**config.mk**
```make
export PLATFORM = sky130hd
export DESIGN_NAME = depth_pixel_backprojection
export DESIGN_NICKNAME = d
export VERILOG_FILES = /design/src/rtl/core/dpb_pkg.sv /design/src/rtl/core/dpb_front.sv /design/src/rtl/core/dpb_queue.sv /design/src/rtl/core/dpb_mul.sv /design/src/rtl/core/dpb_back.sv /design/src/rtl/core/depth_pixel_backprojection.sv
export SDC_FILE = /design/constraint.sdc
export NUM_CORES = 2
export LEC_CHECK = 0
export BUFFER_PORTS_ARGS = -buffer_cell sky130_fd_sc_hd__buf_4
export CORE_MARGIN = 2
export CORE_UTILIZATION = 47
export DETAILED_ROUTE_END_ITERATION = 7
export GPL_ROUTABILITY_DRIVEN = 0
export PLACE_DENSITY = 0.69
export SLEW_MARGIN = 20
export SYNTH_ARGS = -nofsm -noshare
export SYNTH_HDL_FRONTEND = slang
export SYNTH_SLANG_ARGS = --single-unit
```
**constraint.sdc**
```tcl
create_clock -name clk -period 26 [get_ports clk]
set_input_delay 7.8 -clock clk [delete_from_list [all_inputs] [get_ports clk]]
set_output_delay 7.8 -clock clk [all_outputs]
set_load 0.005 [all_outputs]
```
**src/rtl/core/dpb_pkg.sv**
```systemverilog
// ----------------------------------------------------------------------------
// dpb_pkg
// Shared types and constants for the depth pixel back-projection block.
// ----------------------------------------------------------------------------
`default_nettype none

package dpb_pkg;

    localparam int MAG_W       = 20;  // |col*16 - cx| or |cy - row*16|, Q.4
    localparam int DEPTH_W     = 16;
    localparam int RECIP_W     = 24;
    localparam int ZFULL_W     = DEPTH_W + RECIP_W;  // depth * unit, Q.24
    localparam int MUL_A_W     = MAG_W + RECIP_W;    // widest A operand
    localparam int MUL_B_W     = ZFULL_W;            // widest B operand
    localparam int MUL_P_W     = MUL_A_W + MUL_B_W;
    localparam int DIGIT_W     = 8;
    localparam int QUEUE_DEPTH = 2;
    localparam int CFG_DATA_W  = 24;
    localparam int CFG_INDEX_W = 3;

    localparam logic [2:0] DIG_DEPTH = 3'd2;
    localparam logic [2:0] DIG_RECIP = 3'd3;
    localparam logic [2:0] DIG_ZFULL = 3'd5;

    typedef enum logic [CFG_INDEX_W-1:0] {
        CFG_IMAGE_WIDTH  = 3'd0,
        CFG_IMAGE_HEIGHT = 3'd1,
        CFG_CENTER_X     = 3'd2,
        CFG_CENTER_Y     = 3'd3,
        CFG_INV_FOCAL_X  = 3'd4,
        CFG_INV_FOCAL_Y  = 3'd5,
        CFG_DEPTH_UNIT   = 3'd6
    } cfg_index_t;

    typedef struct packed {
        logic [12:0]        image_width;
        logic [12:0]        image_height;
        logic [15:0]        center_x_q4;
        logic [15:0]        center_y_q4;
        logic [RECIP_W-1:0] inv_focal_x_q24;
        logic [RECIP_W-1:0] inv_focal_y_q24;
        logic [RECIP_W-1:0] depth_unit_q24;
    } cfg_t;

    typedef struct packed {
        logic [DEPTH_W-1:0] depth_raw;
        logic [7:0]         blue_in;
        logic [7:0]         green_in;
        logic [7:0]         red_in;
    } in_item_t;

    typedef struct packed {
        logic signed [31:0] point_x;
        logic signed [31:0] point_y;
        logic [30:0]        point_z;
        logic [7:0]         blue_out;
        logic [7:0]         green_out;
        logic [7:0]         red_out;
    } out_item_t;

    typedef struct packed {
        logic [MAG_W-1:0]   mag_x;
        logic               neg_x;
        logic [MAG_W-1:0]   mag_y;
        logic               neg_y;
        logic [DEPTH_W-1:0] depth;
        logic [7:0]         blue;
        logic [7:0]         green;
        logic [7:0]         red;
    } queue_entry_t;

    typedef struct packed {
        logic               start;
        logic [2:0]         ndig;
        logic [MUL_A_W-1:0] a;
        logic [MUL_B_W-1:0] b;
    } mul_req_t;

    typedef enum logic [2:0] {
        BK_IDLE,
        BK_Z,
        BK_PX,
        BK_QX,
        BK_PY,
        BK_QY,
        BK_DONE
    } back_state_t;

endpackage

`default_nettype wire

```
**src/rtl/core/dpb_front.sv**
```systemverilog
// ----------------------------------------------------------------------------
// dpb_front
// Raster counters, pixel offsets from the principal point, zero-depth drop.
// ----------------------------------------------------------------------------
`default_nettype none

module dpb_front #(
    parameter int MAX_WIDTH  = 4096,
    parameter int MAX_HEIGHT = 4096
) (
    input  wire logic                   clk,
    input  wire logic                   rst_n,
    input  wire logic                   pixel_valid,
    output logic                        pixel_stall,
    input  wire dpb_pkg::in_item_t      pixel,
    input  wire dpb_pkg::cfg_t          cfg,
    input  wire logic                   q_full,
    output logic                        push,
    output dpb_pkg::queue_entry_t       entry
);

    localparam int CW   = $clog2(MAX_WIDTH);
    localparam int RW   = $clog2(MAX_HEIGHT);
    localparam int DX_W = dpb_pkg::MAG_W + 2;

    logic [CW-1:0]   col_reg;
    logic [CW-1:0]   col_next;
    logic [RW-1:0]   row_reg;
    logic [RW-1:0]   row_next;
    logic [CW:0]     col_inc;
    logic [RW:0]     row_inc;
    logic            col_wrap;
    logic            row_wrap;
    logic            accept;
    logic signed [DX_W-1:0] dx;
    logic signed [DX_W-1:0] dy;
    logic [DX_W-1:0] dx_mag;
    logic [DX_W-1:0] dy_mag;

    assign pixel_stall = q_full;
    assign accept      = pixel_valid && !pixel_stall;
    assign push        = accept && (pixel.depth_raw != '0);

    assign col_inc  = (CW+1)'(col_reg) + 1'b1;
    assign row_inc  = (RW+1)'(row_reg) + 1'b1;
    assign col_wrap = (32'(col_inc) >= 32'(cfg.image_width)) ||
                      (32'(col_inc) >= 32'(MAX_WIDTH));
    assign row_wrap = (32'(row_inc) >= 32'(cfg.image_height)) ||
                      (32'(row_inc) >= 32'(MAX_HEIGHT));

    always_comb
    begin
        col_next = col_reg;
        row_next = row_reg;
        if (accept)
        begin
            if (col_wrap)
            begin
                col_next = '0;
                row_next = row_wrap ? '0 : row_inc[RW-1:0];
            end
            else
            begin
                col_next = col_inc[CW-1:0];
            end
        end
    end

    always_ff @(posedge clk or negedge rst_n)
    begin
        if (!rst_n)
        begin
            col_reg <= '0;
            row_reg <= '0;
        end
        else
        begin
            col_reg <= col_next;
            row_reg <= row_next;
        end
    end

    always_comb
    begin
        dx     = $signed(DX_W'({col_reg, 4'b0000})) - $signed(DX_W'(cfg.center_x_q4));
        dy     = $signed(DX_W'(cfg.center_y_q4)) - $signed(DX_W'({row_reg, 4'b0000}));
        dx_mag = dx[DX_W-1] ? DX_W'(-dx) : DX_W'(dx);
        dy_mag = dy[DX_W-1] ? DX_W'(-dy) : DX_W'(dy);

        entry.mag_x = dx_mag[dpb_pkg::MAG_W-1:0];
        entry.neg_x = dx[DX_W-1];
        entry.mag_y = dy_mag[dpb_pkg::MAG_W-1:0];
        entry.neg_y = dy[DX_W-1];
        entry.depth = pixel.depth_raw;
        entry.blue  = pixel.blue_in;
        entry.green = pixel.green_in;
        entry.red   = pixel.red_in;
    end

endmodule

`default_nettype wire

```
**src/rtl/core/dpb_queue.sv**
```systemverilog
// ----------------------------------------------------------------------------
// dpb_queue
// Short FIFO between the pixel front end and the projection back end.
// ----------------------------------------------------------------------------
`default_nettype none

module dpb_queue (
    input  wire logic                   clk,
    input  wire logic                   rst_n,
    input  wire logic                   push,
    input  wire dpb_pkg::queue_entry_t  wdata,
    input  wire logic                   pop,
    output dpb_pkg::queue_entry_t       rdata,
    output logic [$clog2(dpb_pkg::QUEUE_DEPTH+1)-1:0] level
);

    localparam int PTR_W = $clog2(dpb_pkg::QUEUE_DEPTH);
    localparam int LVL_W = $clog2(dpb_pkg::QUEUE_DEPTH+1);

    dpb_pkg::queue_entry_t slot [dpb_pkg::QUEUE_DEPTH];

    logic [PTR_W-1:0] wr_ptr_reg;
    logic [PTR_W-1:0] rd_ptr_reg;
    logic [LVL_W-1:0] level_reg;
    logic [LVL_W-1:0] level_next;

    assign rdata = slot[rd_ptr_reg];
    assign level = level_reg;

    always_comb
    begin
        level_next = level_reg;
        if (push && !pop)
        begin
            level_next = level_reg + 1'b1;
        end
        else if (pop && !push)
        begin
            level_next = level_reg - 1'b1;
        end
    end

    always_ff @(posedge clk)
    begin
        if (push)
        begin
            slot[wr_ptr_reg] <= wdata;
        end
    end

    always_ff @(posedge clk or negedge rst_n)
    begin
        if (!rst_n)
        begin
            wr_ptr_reg <= '0;
            rd_ptr_reg <= '0;
            level_reg  <= '0;
        end
        else
        begin
            if (push)
            begin
                wr_ptr_reg <= wr_ptr_reg + 1'b1;
            end
            if (pop)
            begin
                rd_ptr_reg <= rd_ptr_reg + 1'b1;
            end
            level_reg <= level_next;
        end
    end

endmodule

`default_nettype wire

```
**src/rtl/core/dpb_mul.sv**
```systemverilog
// ----------------------------------------------------------------------------
// dpb_mul
// Digit-serial multiplier: B is consumed 8 bits per cycle, MSB digit first.
// ----------------------------------------------------------------------------
`default_nettype none

module dpb_mul (
    input  wire logic                          clk,
    input  wire logic                          rst_n,
    input  wire dpb_pkg::mul_req_t             req,
    output logic                               done,
    output logic [dpb_pkg::MUL_P_W-1:0]        prod
);

    localparam int A_W = dpb_pkg::MUL_A_W;
    localparam int B_W = dpb_pkg::MUL_B_W;
    localparam int P_W = dpb_pkg::MUL_P_W;
    localparam int D_W = dpb_pkg::DIGIT_W;

    logic [A_W-1:0]     a_reg;
    logic [B_W-1:0]     b_reg;
    logic [P_W-1:0]     acc_reg;
    logic [2:0]         cnt_reg;
    logic               busy_reg;
    logic               done_reg;
    logic [A_W+D_W-1:0] partial;

    assign partial = a_reg * b_reg[B_W-1 -: D_W];
    assign done    = done_reg;
    assign prod    = acc_reg;

    always_ff @(posedge clk)
    begin
        if (req.start)
        begin
            a_reg   <= req.a;
            b_reg   <= req.b;
            acc_reg <= '0;
        end
        else if (busy_reg)
        begin
            b_reg   <= b_reg << D_W;
            acc_reg <= (acc_reg << D_W) + P_W'(partial);
        end
    end

    always_ff @(posedge clk or negedge rst_n)
    begin
        if (!rst_n)
        begin
            cnt_reg  <= '0;
            busy_reg <= 1'b0;
            done_reg <= 1'b0;
        end
        else
        begin
            done_reg <= 1'b0;
            if (req.start)
            begin
                cnt_reg  <= req.ndig;
                busy_reg <= 1'b1;
            end
            else if (busy_reg)
            begin
                cnt_reg <= cnt_reg - 1'b1;
                if (cnt_reg == 3'd1)
                begin
                    busy_reg <= 1'b0;
                    done_reg <= 1'b1;
                end
            end
        end
    end

endmodule

`default_nettype wire

```
**src/rtl/core/dpb_back.sv**
```systemverilog
// ----------------------------------------------------------------------------
// dpb_back
// Projection sequencer: z, x and y through the shared multiplier, then the
// output register.
// ----------------------------------------------------------------------------
`default_nettype none

module dpb_back (
    input  wire logic                       clk,
    input  wire logic                       rst_n,
    input  wire dpb_pkg::cfg_t              cfg,
    input  wire dpb_pkg::queue_entry_t      q_entry,
    input  wire logic                       q_empty,
    output logic                            pop,
    output dpb_pkg::mul_req_t               mul_req,
    input  wire logic                       mul_done,
    input  wire logic [dpb_pkg::MUL_P_W-1:0] mul_prod,
    output logic                            point_valid,
    input  wire logic                       point_stall,
    output dpb_pkg::out_item_t              point
);

    localparam int A_W = dpb_pkg::MUL_A_W;
    localparam int P_W = dpb_pkg::MUL_P_W;
    localparam int Z_W = dpb_pkg::ZFULL_W;
    localparam int Q_W = P_W - 36;

    dpb_pkg::back_state_t  state_reg;
    dpb_pkg::back_state_t  state_next;
    dpb_pkg::queue_entry_t ent_reg;
    dpb_pkg::out_item_t    out_reg;
    logic [Z_W-1:0]        zfull_reg;
    logic [31:0]           x_reg;
    logic [31:0]           y_reg;
    logic                  out_valid_reg;
    logic                  ent_load;
    logic                  z_load;
    logic                  x_load;
    logic                  y_load;
    logic                  out_load;

    function automatic logic [31:0] sat_coord(input logic [P_W-1:0] p, input logic neg);
        logic [Q_W-1:0] q;
        logic [Q_W-1:0] nq;
        logic [31:0]    r;
        q  = p[P_W-1:36];
        nq = '0 - q;
        if (neg)
        begin
            r = (q > Q_W'(32'h8000_0000)) ? 32'h8000_0000 : nq[31:0];
        end
        else
        begin
            r = (q > Q_W'(32'h7FFF_FFFF)) ? 32'h7FFF_FFFF : q[31:0];
        end
        return r;
    endfunction

    always_comb
    begin
        state_next = state_reg;
        unique case (state_reg)
            dpb_pkg::BK_IDLE: if (!q_empty) state_next = dpb_pkg::BK_Z;
            dpb_pkg::BK_Z:    if (mul_done) state_next = dpb_pkg::BK_PX;
            dpb_pkg::BK_PX:   if (mul_done) state_next = dpb_pkg::BK_QX;
            dpb_pkg::BK_QX:   if (mul_done) state_next = dpb_pkg::BK_PY;
            dpb_pkg::BK_PY:   if (mul_done) state_next = dpb_pkg::BK_QY;
            dpb_pkg::BK_QY:   if (mul_done) state_next = dpb_pkg::BK_DONE;
            dpb_pkg::BK_DONE: if (!out_valid_reg || !point_stall) state_next = dpb_pkg::BK_IDLE;
            default:          state_next = dpb_pkg::BK_IDLE;
        endcase
    end

    always_comb
    begin
        pop      = 1'b0;
        ent_load = 1'b0;
        z_load   = 1'b0;
        x_load   = 1'b0;
        y_load   = 1'b0;
        out_load = 1'b0;
        mul_req  = '0;
        unique case (state_reg)
            dpb_pkg::BK_IDLE:
            begin
                if (!q_empty)
                begin
                    pop           = 1'b1;
                    ent_load      = 1'b1;
                    mul_req.start = 1'b1;
                    mul_req.ndig  = dpb_pkg::DIG_DEPTH;
                    mul_req.a     = A_W'(cfg.depth_unit_q24);
                    mul_req.b     = {q_entry.depth, 24'b0};
                end
            end
            dpb_pkg::BK_Z:
            begin
                if (mul_done)
                begin
                    z_load        = 1'b1;
                    mul_req.start = 1'b1;
                    mul_req.ndig  = dpb_pkg::DIG_RECIP;
                    mul_req.a     = A_W'(ent_reg.mag_x);
                    mul_req.b     = {cfg.inv_focal_x_q24, 16'b0};
                end
            end
            dpb_pkg::BK_PX:
            begin
                if (mul_done)
                begin
                    mul_req.start = 1'b1;
                    mul_req.ndig  = dpb_pkg::DIG_ZFULL;
                    mul_req.a     = mul_prod[A_W-1:0];
                    mul_req.b     = zfull_reg;
                end
            end
            dpb_pkg::BK_QX:
            begin
                if (mul_done)
                begin
                    x_load        = 1'b1;
                    mul_req.start = 1'b1;
                    mul_req.ndig  = dpb_pkg::DIG_RECIP;
                    mul_req.a     = A_W'(ent_reg.mag_y);
                    mul_req.b     = {cfg.inv_focal_y_q24, 16'b0};
                end
            end
            dpb_pkg::BK_PY:
            begin
                if (mul_done)
                begin
                    mul_req.start = 1'b1;
                    mul_req.ndig  = dpb_pkg::DIG_ZFULL;
                    mul_req.a     = mul_prod[A_W-1:0];
                    mul_req.b     = zfull_reg;
                end
            end
            dpb_pkg::BK_QY:
            begin
                if (mul_done)
                begin
                    y_load = 1'b1;
                end
            end
            dpb_pkg::BK_DONE:
            begin
                if (!out_valid_reg || !point_stall)
                begin
                    out_load = 1'b1;
                end
            end
            default:
            begin
                pop = 1'b0;
            end
        endcase
    end

    always_ff @(posedge clk)
    begin
        if (ent_load)
        begin
            ent_reg <= q_entry;
        end
        if (z_load)
        begin
            zfull_reg <= mul_prod[Z_W-1:0];
        end
        if (x_load)
        begin
            x_reg <= sat_coord(mul_prod, ent_reg.neg_x);
        end
        if (y_load)
        begin
            y_reg <= sat_coord(mul_prod, ent_reg.neg_y);
        end
        if (out_load)
        begin
            out_reg.point_x   <= $signed(x_reg);
            out_reg.point_y   <= $signed(y_reg);
            out_reg.point_z   <= zfull_reg[Z_W-1] ? 31'h7FFF_FFFF : zfull_reg[Z_W-2:8];
            out_reg.blue_out  <= ent_reg.blue;
            out_reg.green_out <= ent_reg.green;
            out_reg.red_out   <= ent_reg.red;
        end
    end

    always_ff @(posedge clk or negedge rst_n)
    begin
        if (!rst_n)
        begin
            state_reg     <= dpb_pkg::BK_IDLE;
            out_valid_reg <= 1'b0;
        end
        else
        begin
            state_reg <= state_next;
            if (out_load)
            begin
                out_valid_reg <= 1'b1;
            end
            else if (!point_stall)
            begin
                out_valid_reg <= 1'b0;
            end
        end
    end

    assign point_valid = out_valid_reg;
    assign point       = out_reg;

endmodule

`default_nettype wire

```
**src/rtl/core/depth_pixel_backprojection.sv**
```systemverilog
// ----------------------------------------------------------------------------
// depth_pixel_backprojection
// Pinhole back-projection of a raster depth/colour pixel stream to points.
// ----------------------------------------------------------------------------
// Pixels enter in raster order; the column and row counters wrap at the
// configured image size (capped by MAX_WIDTH / MAX_HEIGHT). A zero-depth
// pixel is consumed without being queued and produces no transaction on the
// point side. Every other pixel is queued (two entries) and then projected
// by a sequencer around one shared 8-bit-digit multiplier: z, x and y take
// five products of 2, 3, 5, 3 and 5 digits, and the pixel side stalls once
// the queue holds two pixels. The finished point waits in an output register
// while the next pixel is already being worked on. Configuration writes are
// taken at any time but must only be made while the block is idle.
// ----------------------------------------------------------------------------
`default_nettype none

module depth_pixel_backprojection #(
    parameter int MAX_WIDTH  = 4096,
    parameter int MAX_HEIGHT = 4096
) (
    input  wire logic                               clk,
    input  wire logic                               rst_n,
    input  wire logic                               pixel_valid,
    output logic                                    pixel_stall,
    input  wire dpb_pkg::in_item_t                  pixel,
    output logic                                    point_valid,
    input  wire logic                               point_stall,
    output dpb_pkg::out_item_t                      point,
    input  wire logic                               cfg_we,
    input  wire logic [dpb_pkg::CFG_INDEX_W-1:0]    cfg_index,
    input  wire logic [dpb_pkg::CFG_DATA_W-1:0]     cfg_data
);

    localparam int LVL_W = $clog2(dpb_pkg::QUEUE_DEPTH+1);

    dpb_pkg::cfg_t         cfg_reg;
    dpb_pkg::queue_entry_t f_entry;
    dpb_pkg::queue_entry_t q_entry;
    dpb_pkg::mul_req_t     mul_req;
    logic [dpb_pkg::MUL_P_W-1:0] mul_prod;
    logic                  mul_done;
    logic                  push;
    logic                  pop;
    logic [LVL_W-1:0]      q_level;
    logic                  q_full;
    logic                  q_empty;

    assign q_full  = (q_level == LVL_W'(dpb_pkg::QUEUE_DEPTH));
    assign q_empty = (q_level == '0);

    always_ff @(posedge clk or negedge rst_n)
    begin
        if (!rst_n)
        begin
            cfg_reg.image_width     <= 13'd640;
            cfg_reg.image_height    <= 13'd480;
            cfg_reg.center_x_q4     <= 16'd5208;
            cfg_reg.center_y_q4     <= 16'd4056;
            cfg_reg.inv_focal_x_q24 <= 24'd32388;
            cfg_reg.inv_focal_y_q24 <= 24'd32326;
            cfg_reg.depth_unit_q24  <= 24'd16777;
        end
        else if (cfg_we)
        begin
            unique case (cfg_index)
                dpb_pkg::CFG_IMAGE_WIDTH:  cfg_reg.image_width     <= cfg_data[12:0];
                dpb_pkg::CFG_IMAGE_HEIGHT: cfg_reg.image_height    <= cfg_data[12:0];
                dpb_pkg::CFG_CENTER_X:     cfg_reg.center_x_q4     <= cfg_data[15:0];
                dpb_pkg::CFG_CENTER_Y:     cfg_reg.center_y_q4     <= cfg_data[15:0];
                dpb_pkg::CFG_INV_FOCAL_X:  cfg_reg.inv_focal_x_q24 <= cfg_data;
                dpb_pkg::CFG_INV_FOCAL_Y:  cfg_reg.inv_focal_y_q24 <= cfg_data;
                dpb_pkg::CFG_DEPTH_UNIT:   cfg_reg.depth_unit_q24  <= cfg_data;
                default:                   cfg_reg                 <= cfg_reg;
            endcase
        end
    end

    dpb_front #(
        .MAX_WIDTH  (MAX_WIDTH),
        .MAX_HEIGHT (MAX_HEIGHT)
    ) u_front (
        .clk         (clk),
        .rst_n       (rst_n),
        .pixel_valid (pixel_valid),
        .pixel_stall (pixel_stall),
        .pixel       (pixel),
        .cfg         (cfg_reg),
        .q_full      (q_full),
        .push        (push),
        .entry       (f_entry)
    );

    dpb_queue u_queue (
        .clk   (clk),
        .rst_n (rst_n),
        .push  (push),
        .wdata (f_entry),
        .pop   (pop),
        .rdata (q_entry),
        .level (q_level)
    );

    dpb_mul u_mul (
        .clk   (clk),
        .rst_n (rst_n),
        .req   (mul_req),
        .done  (mul_done),
        .prod  (mul_prod)
    );

    dpb_back u_back (
        .clk         (clk),
        .rst_n       (rst_n),
        .cfg         (cfg_reg),
        .q_entry     (q_entry),
        .q_empty     (q_empty),
        .pop         (pop),
        .mul_req     (mul_req),
        .mul_done    (mul_done),
        .mul_prod    (mul_prod),
        .point_valid (point_valid),
        .point_stall (point_stall),
        .point       (point)
    );

    // a zero-depth transaction never enters the queue
    a_zero_depth_dropped: assert property (@(posedge clk) disable iff (!rst_n)
        pixel_valid && !pixel_stall && pixel.depth_raw == '0 |=> q_level <= $past(q_level))
        else $error("zero-depth pixel was queued");

    a_queue_bound: assert property (@(posedge clk) disable iff (!rst_n)
        q_level <= LVL_W'(dpb_pkg::QUEUE_DEPTH))
        else $error("queue overflow");

endmodule

`default_nettype wire
```
Word-level counts from Yosys, hierarchy flattened
Memory sizes are Yosys's and may differ from the RTL's.
Index checks and enable logic that the tools add are counted.
{"block": "op_classes", "order_cmp": 6, "mul": 1, "mux": 45, "n_reduce_logical": 28, "n_eq_ne": 22, "n_addsub": 13}
{"op": "88-bit 2-to-1 mux", "n": 4}
{"op": "88-bit one-hot mux with 4 select lines", "n": 1}
{"op": "32-bit 2-to-1 mux", "n": 4}
{"op": "84-bit by 52-bit adder with 84-bit output", "n": 1}
{"op": "40-bit 2-to-1 mux", "n": 2}
{"op": "44-bit by 8-bit multiplier with 52-bit output", "n": 1}
{"op": "48-bit by 31-bit > comparator with 1-bit output (second input constant)", "n": 1}
{"op": "48-bit by 32-bit > comparator with 1-bit output (second input constant)", "n": 1}
{"op": "20-bit 2-to-1 mux", "n": 2}
{"op": "17-bit negation with 20-bit output", "n": 2}
{"op": "16-bit by 16-bit subtractor with 17-bit output", "n": 2}
{"op": "1-bit by 32-bit subtractor with 32-bit output (first input constant)", "n": 1}
{"op": "3-bit 2-to-1 mux", "n": 9}
{"op": "12-bit by 1-bit adder with 13-bit output (second input constant)", "n": 2}
{"op": "13-bit >= comparator", "n": 2}
{"op": "13-bit >= comparator (second input constant)", "n": 2}
{"op": "12-bit 2-to-1 mux", "n": 2}
{"op": "3-bit one-hot mux with 7 select lines", "n": 1}
{"op": "3-bit == test (second input constant)", "n": 6}
{"op": "1-bit 2-to-1 mux", "n": 18}
{"op": "2-bit AND reduction", "n": 8}
{"op": "16-bit nonzero test", "n": 1}
{"op": "3-bit by 2-bit == test with 1-bit output (second input constant)", "n": 4}
{"op": "2-bit inequality test (second input constant)", "n": 6}
{"op": "other kinds (16)", "n": 32}
{"block": "totals", "input_bits": 72, "register_bits": 624, "ramBits": 164, "out_inout_bits": 121, "memories": 1}
{"name": "u_queue.slot", "words": 2, "word_bits": 82, "read_ports": 1, "rd_ports_with_merged_regs": 0, "write_ports": 1, "line": "dpb_queue.sv:20", "rtl": "dpb_pkg::queue_entry_t slot [dpb_pkg::QUEUE_DEPTH];"}

Logic depth before layout (Yosys ltp)
{"block": "logic_depth", "ltp_word": 8, "depth_mapped": 24, "mapped_depth_nobuf": 21}

Cells and area by module
From an unflattened synthesis, not the netlist that was laid out.
{"block": "hier_totals", "cells_unflattened": 4026, "area_unflattened_um2": 47534.3}
{"mod": "dpb_mul", "seq_area_each_um2": 4329.2, "cells_per_inst": 1970, "n_inst": 1, "area_each_um2": 19038.3}
{"mod": "dpb_back", "seq_area_each_um2": 8778.4, "cells_per_inst": 893, "n_inst": 1, "area_each_um2": 12324.3}
{"mod": "dpb_queue", "seq_area_each_um2": 5024.8, "cells_per_inst": 269, "n_inst": 1, "area_each_um2": 6443.7}
{"mod": "depth_pixel_backprojection", "seq_area_each_um2": 3304.4, "cells_per_inst": 284, "n_inst": 1, "area_each_um2": 5134.9}
{"mod": "dpb_front", "seq_area_each_um2": 600.6, "cells_per_inst": 610, "n_inst": 1, "area_each_um2": 4593.2}

Worst setup path after synthesis
No wires, ideal clock.
{"block": "synth_timing", "path_kind": "input to register", "start": "input point_stall", "end": "register u_back.out_reg, in the netlist u_back.point[0] (enable)", "setup_ns": 0.767, "path_buffers": 0, "path_slack_ns": 8.763, "t_arrival_ns": 16.469, "cell_stages": 2, "required_time_ns": 25.233, "path_cell_list": "nand2_1 nor3b_1"}
{"block": "synth_between", "elab_chain_cells": 4}
{"element": "start, declared", "line": "depth_pixel_backprojection.sv:27", "rtl": "input wire logic point_stall,"}
{"element": "1-bit logical NOT", "line": "dpb_back.sv:147", "rtl": "if (!out_valid_reg || !point_stall)"}
{"element": "1-bit logical OR", "line": "dpb_back.sv:147"}
{"element": "1-bit 2-to-1 mux", "line": "dpb_back.sv:147"}
{"element": "1-bit 2-to-1 mux", "line": "dpb_back.sv:83", "rtl": "unique case (state_reg)"}
{"element": "via u_back.out_load", "line": "dpb_back.sv:40", "rtl": "logic out_load;"}
{"element": "end, declared", "line": "dpb_back.sv:31", "rtl": "dpb_pkg::out_item_t out_reg;"}
The timed path passes the listed nets, and every way through them passes these cells.
A chain may end at the register's enable or synchronous reset.

Worst setup path in the final report
{"block": "layout_timing", "start": "input pixel[34] (netlist name)", "end": "memory u_queue.slot[0][12] (netlist name) (enable)"}
{"block": "layout_between", "elab_chain_cells": 4}
{"element": "start, declared", "line": "depth_pixel_backprojection.sv:25", "rtl": "input wire dpb_pkg::in_item_t pixel,"}
{"element": "16-bit nonzero test", "line": "dpb_front.sv:42", "rtl": "assign push = accept && (pixel.depth_raw != '0);"}
{"element": "1-bit logical AND", "line": "dpb_front.sv:42"}
{"element": "1-bit 2-to-1 mux", "line": "dpb_queue.sv:45", "rtl": "if (push)"}
{"element": "1-bit 2-to-1 mux (implied by the code)", "line": "dpb_queue.sv:47", "rtl": "slot[wr_ptr_reg] <= wdata;"}
{"element": "end, declared", "line": "dpb_queue.sv:20"}
Every way passes these cells.

==> metrics.cfg <==
[critical_path]
r2r-start=u_mul.b_reg[39]
slowest_stage=buf_4
cpLargestDelayFamily=simple AND/OR/NAND/NOR gates
crit_buf_inv=2
timing.rr.end=u_mul.prod[80]
endpoint_kind=flip-flop
crit_chain=buf_4 -> nor4_1 -> nand4_1 -> nand3_1 -> nor2_4 -> buf_4
required_ns=26.27
cpPeakStageDelay_ns=0.76
worstSetupPathType=in -> reg
start_kind=primary input
rr_worst_depth=21
path_max_fanout=58
r2r_slack_ns=18.84
cpMostUsedCell=buf_4
arrival_ns=9.78

[logic_synthesis]
synthTopCellsByCount=edfxtp_1, inv_1, nand2_1
yosysWarnings=0
yosysUniqueCellTypes=85
yosysTopAreaCell=edfxtp_1
synth_edf_count=537
ys_seq_elements=788
yosysTopAreaCellShare_pct=35.5
avgSynthCellArea_um2=11.5
syn_area_um2=45500
yosys.cell_count.top_type=edfxtp_1
async_reset_ff_share_pct=21.2
synthTopCellsByArea=edfxtp_1, fa_1, dfrtp_1, mux2_2, and2_1
synth_ff_type=edfxtp_1
ys_seq_area_share_pct=48.5
synthCells=3971

[clock_network]
tritoncts=yes
h-tree-depth=3
clk_latency_ns=0.67
post_cts_resized=0
cts_made_buffers=84
cts.clk_slew.worst_paths_ns=0.06
clockBufferDepth=3
hold_buffers=0
cts_setup_buffers=0
cts.sinks=788
cts_root_buf=clkbuf_16

[die]
rows=114
initial_core_util_pct=47.2
dieArea_um2=99300
die_h_um=315
io_pins=193
core_area_um2=96300
fp.dieW_um=315

[route]
vias=29900
ant_nets=0
vias_per_cell=5.49
first_pass_iters=8
drt-initial-drc-count=2602
wl_per_cell_um=20.4
drc=2
drt-total-wl_mm=111

[sta]
rsz0062_at_grt=false
timing.fmax_mhz=105
post-route-period-util_pct=36.6
relSlewSlack_pct=27.2
hold_viol_final=0
setup-tns-final_ns=0
fin_skew_ns=0.0375
fin_crit_ns=9.51
final.setup.worst_slack_ns=16.49
slew_violations=0
finalSetupViolCount=0
worst_slew_pin_slew_ns=1.09

[layout]
drive_gt1_share_pct=15.8
final_nets=4614
fillers=8158
syn_to_final_growth_pct=12.4
largest_reg_flops=164
stdcell_area_um2=51100
fin_cells=5458

[pwr]
vdd_drop_max_v=0.0000590
p_leak_uw=0.0203
power.total_uw=3160
power_density_nw_per_um2=61.9

[grt]
grt_antenna_before_repair=12
grt_pass1_vias=30100
grt_usage_pct=22.7
grt_overflow=0
grt_first_pass_wirelength_mm=174
grt_max_degree=99

[min_path]
hold_end=u_back.point[108]
min_delay_path_depth=0
hold_class=reg -> reg
hp-start=u_back.x_reg[21]

[placement]
dp.cells=5297
place_area_um2=48200
place_ws_ns=15.76
portBuffers=192
place_hpwl_mm=79.5

[run_status]
outcome=finished with violations
violations=DRC

[flow_run]
maxCapViolations=0

[report_power, final]
group / leakage (µW) / internal, µW / switching, µW
combinational: 0.0114 / 152 / 220
clock: 0.00139 / 718 / 521
sequential: 0.00748 / 1500 / 48.6
[per-layer routing]
| metal | part of all wire [%] | GRT usage [%] | vias to the layer above | routed length, µm |
|---|---|---|---|---|
| li1 | - | - | 13800 | - |
| met1 | 43 | 31.2 | 14900 | 47700 |
| met2 | 46 | 35.5 | 971 | 51400 |
| met3 | 8.2 | 5.95 | 178 | 9140 |
| met4 | 2.5 | 6.69 | 22 | 2730 |
| met5 | 0.11 | 0 | - | 127 |
[final cells by class]
type	count	area (µm²)	area share, %
multi-input cells	2572	21200	41.5
repair buffers	232	1770	3.45
diodes	2	5.00	0.00979
inverters	430	1620	3.17
clock inverters	54	617	1.21
flip-flops and latches	788	22000	43.1
well taps	1276	1600	3.12
clock buffers	104	2260	4.42
[placed cells by master (no fill, tap or decap), drive strengths merged, types with 9 or more instances in the layout]
master	synthesis	routed
nand3	36	36
a222oi	38	38
a21boi	10	10
clkinv	2	33
nor3	41	41
ha	138	138
dfxtp	84	84
mux2i	39	39
nand2b	25	25
a31oi	20	20
conb	1	12
edfxtp	537	537
a211oi	11	11
o21ai	230	230
mux2	175	175
nor2b	17	17
a21o	40	40
dfstp	41	41
xor2	50	50
inv	428	434
nor2	201	201
buf	22	232
nor4	22	22
a21oi	135	135
o21bai	14	14
bufinv	0	9
nand2	385	385
and3	18	18
fa	296	296
clkbuf	170	104
nand4	29	29
or2	38	38
a221o	58	58
or3	11	11
dfrtp	126	126
xnor2	106	106
o21a	13	13
and2	288	288
[cell families (layout without fill, tap and decap cells)]
| kind of cell | Yosys count | count (layout) | share of synthesized area, % |
|---|---|---|---|
| AOI/OAI and AO/OA | 613 | 613 | 8.82 |
| xor gates and xnor gates | 156 | 156 | 3.00 |
| adders and majority gates | 434 | 434 | 16.8 |
| buffers and inverters | 622 | 820 | 5.19 |
| DFF | 788 | 788 | 48.5 |
| muxes | 214 | 214 | 5.20 |
| other | 1 | 14 | 0.00825 |
| and+or+nand+nor | 1143 | 1143 | 12.5 |
[metrics by stage]
step / util [%] / hold WS, ns
final: 53.1 / 0.403
after global routing: 53.1 / 0.421
after CTS: 53.0 / 0.400
after detailed placement: 50.0 / 0.405
after global placement: 50.0 / 0.401
after floorplan: - / 0.400
[worst max-delay path by stage]
stage / slack (ns) / from / end / depth (start not counted)
after floorplan: 8.76 / point_stall / u_back.point[0] / 2
after global placement: 15.82 / pixel[34] / u_queue.slot[0][20] / 6
after detailed placement: 15.76 / pixel[34] / u_queue.slot[0][20] / 6
after CTS: 16.47 / pixel[34] / u_queue.slot[0][20] / 6
after global routing: 16.34 / pixel[34] / u_queue.slot[0][20] / 6
final: 16.49 / pixel[34] / u_queue.slot[0][12] / 6
No activity file was read; power rests on OpenSTA's default activity.
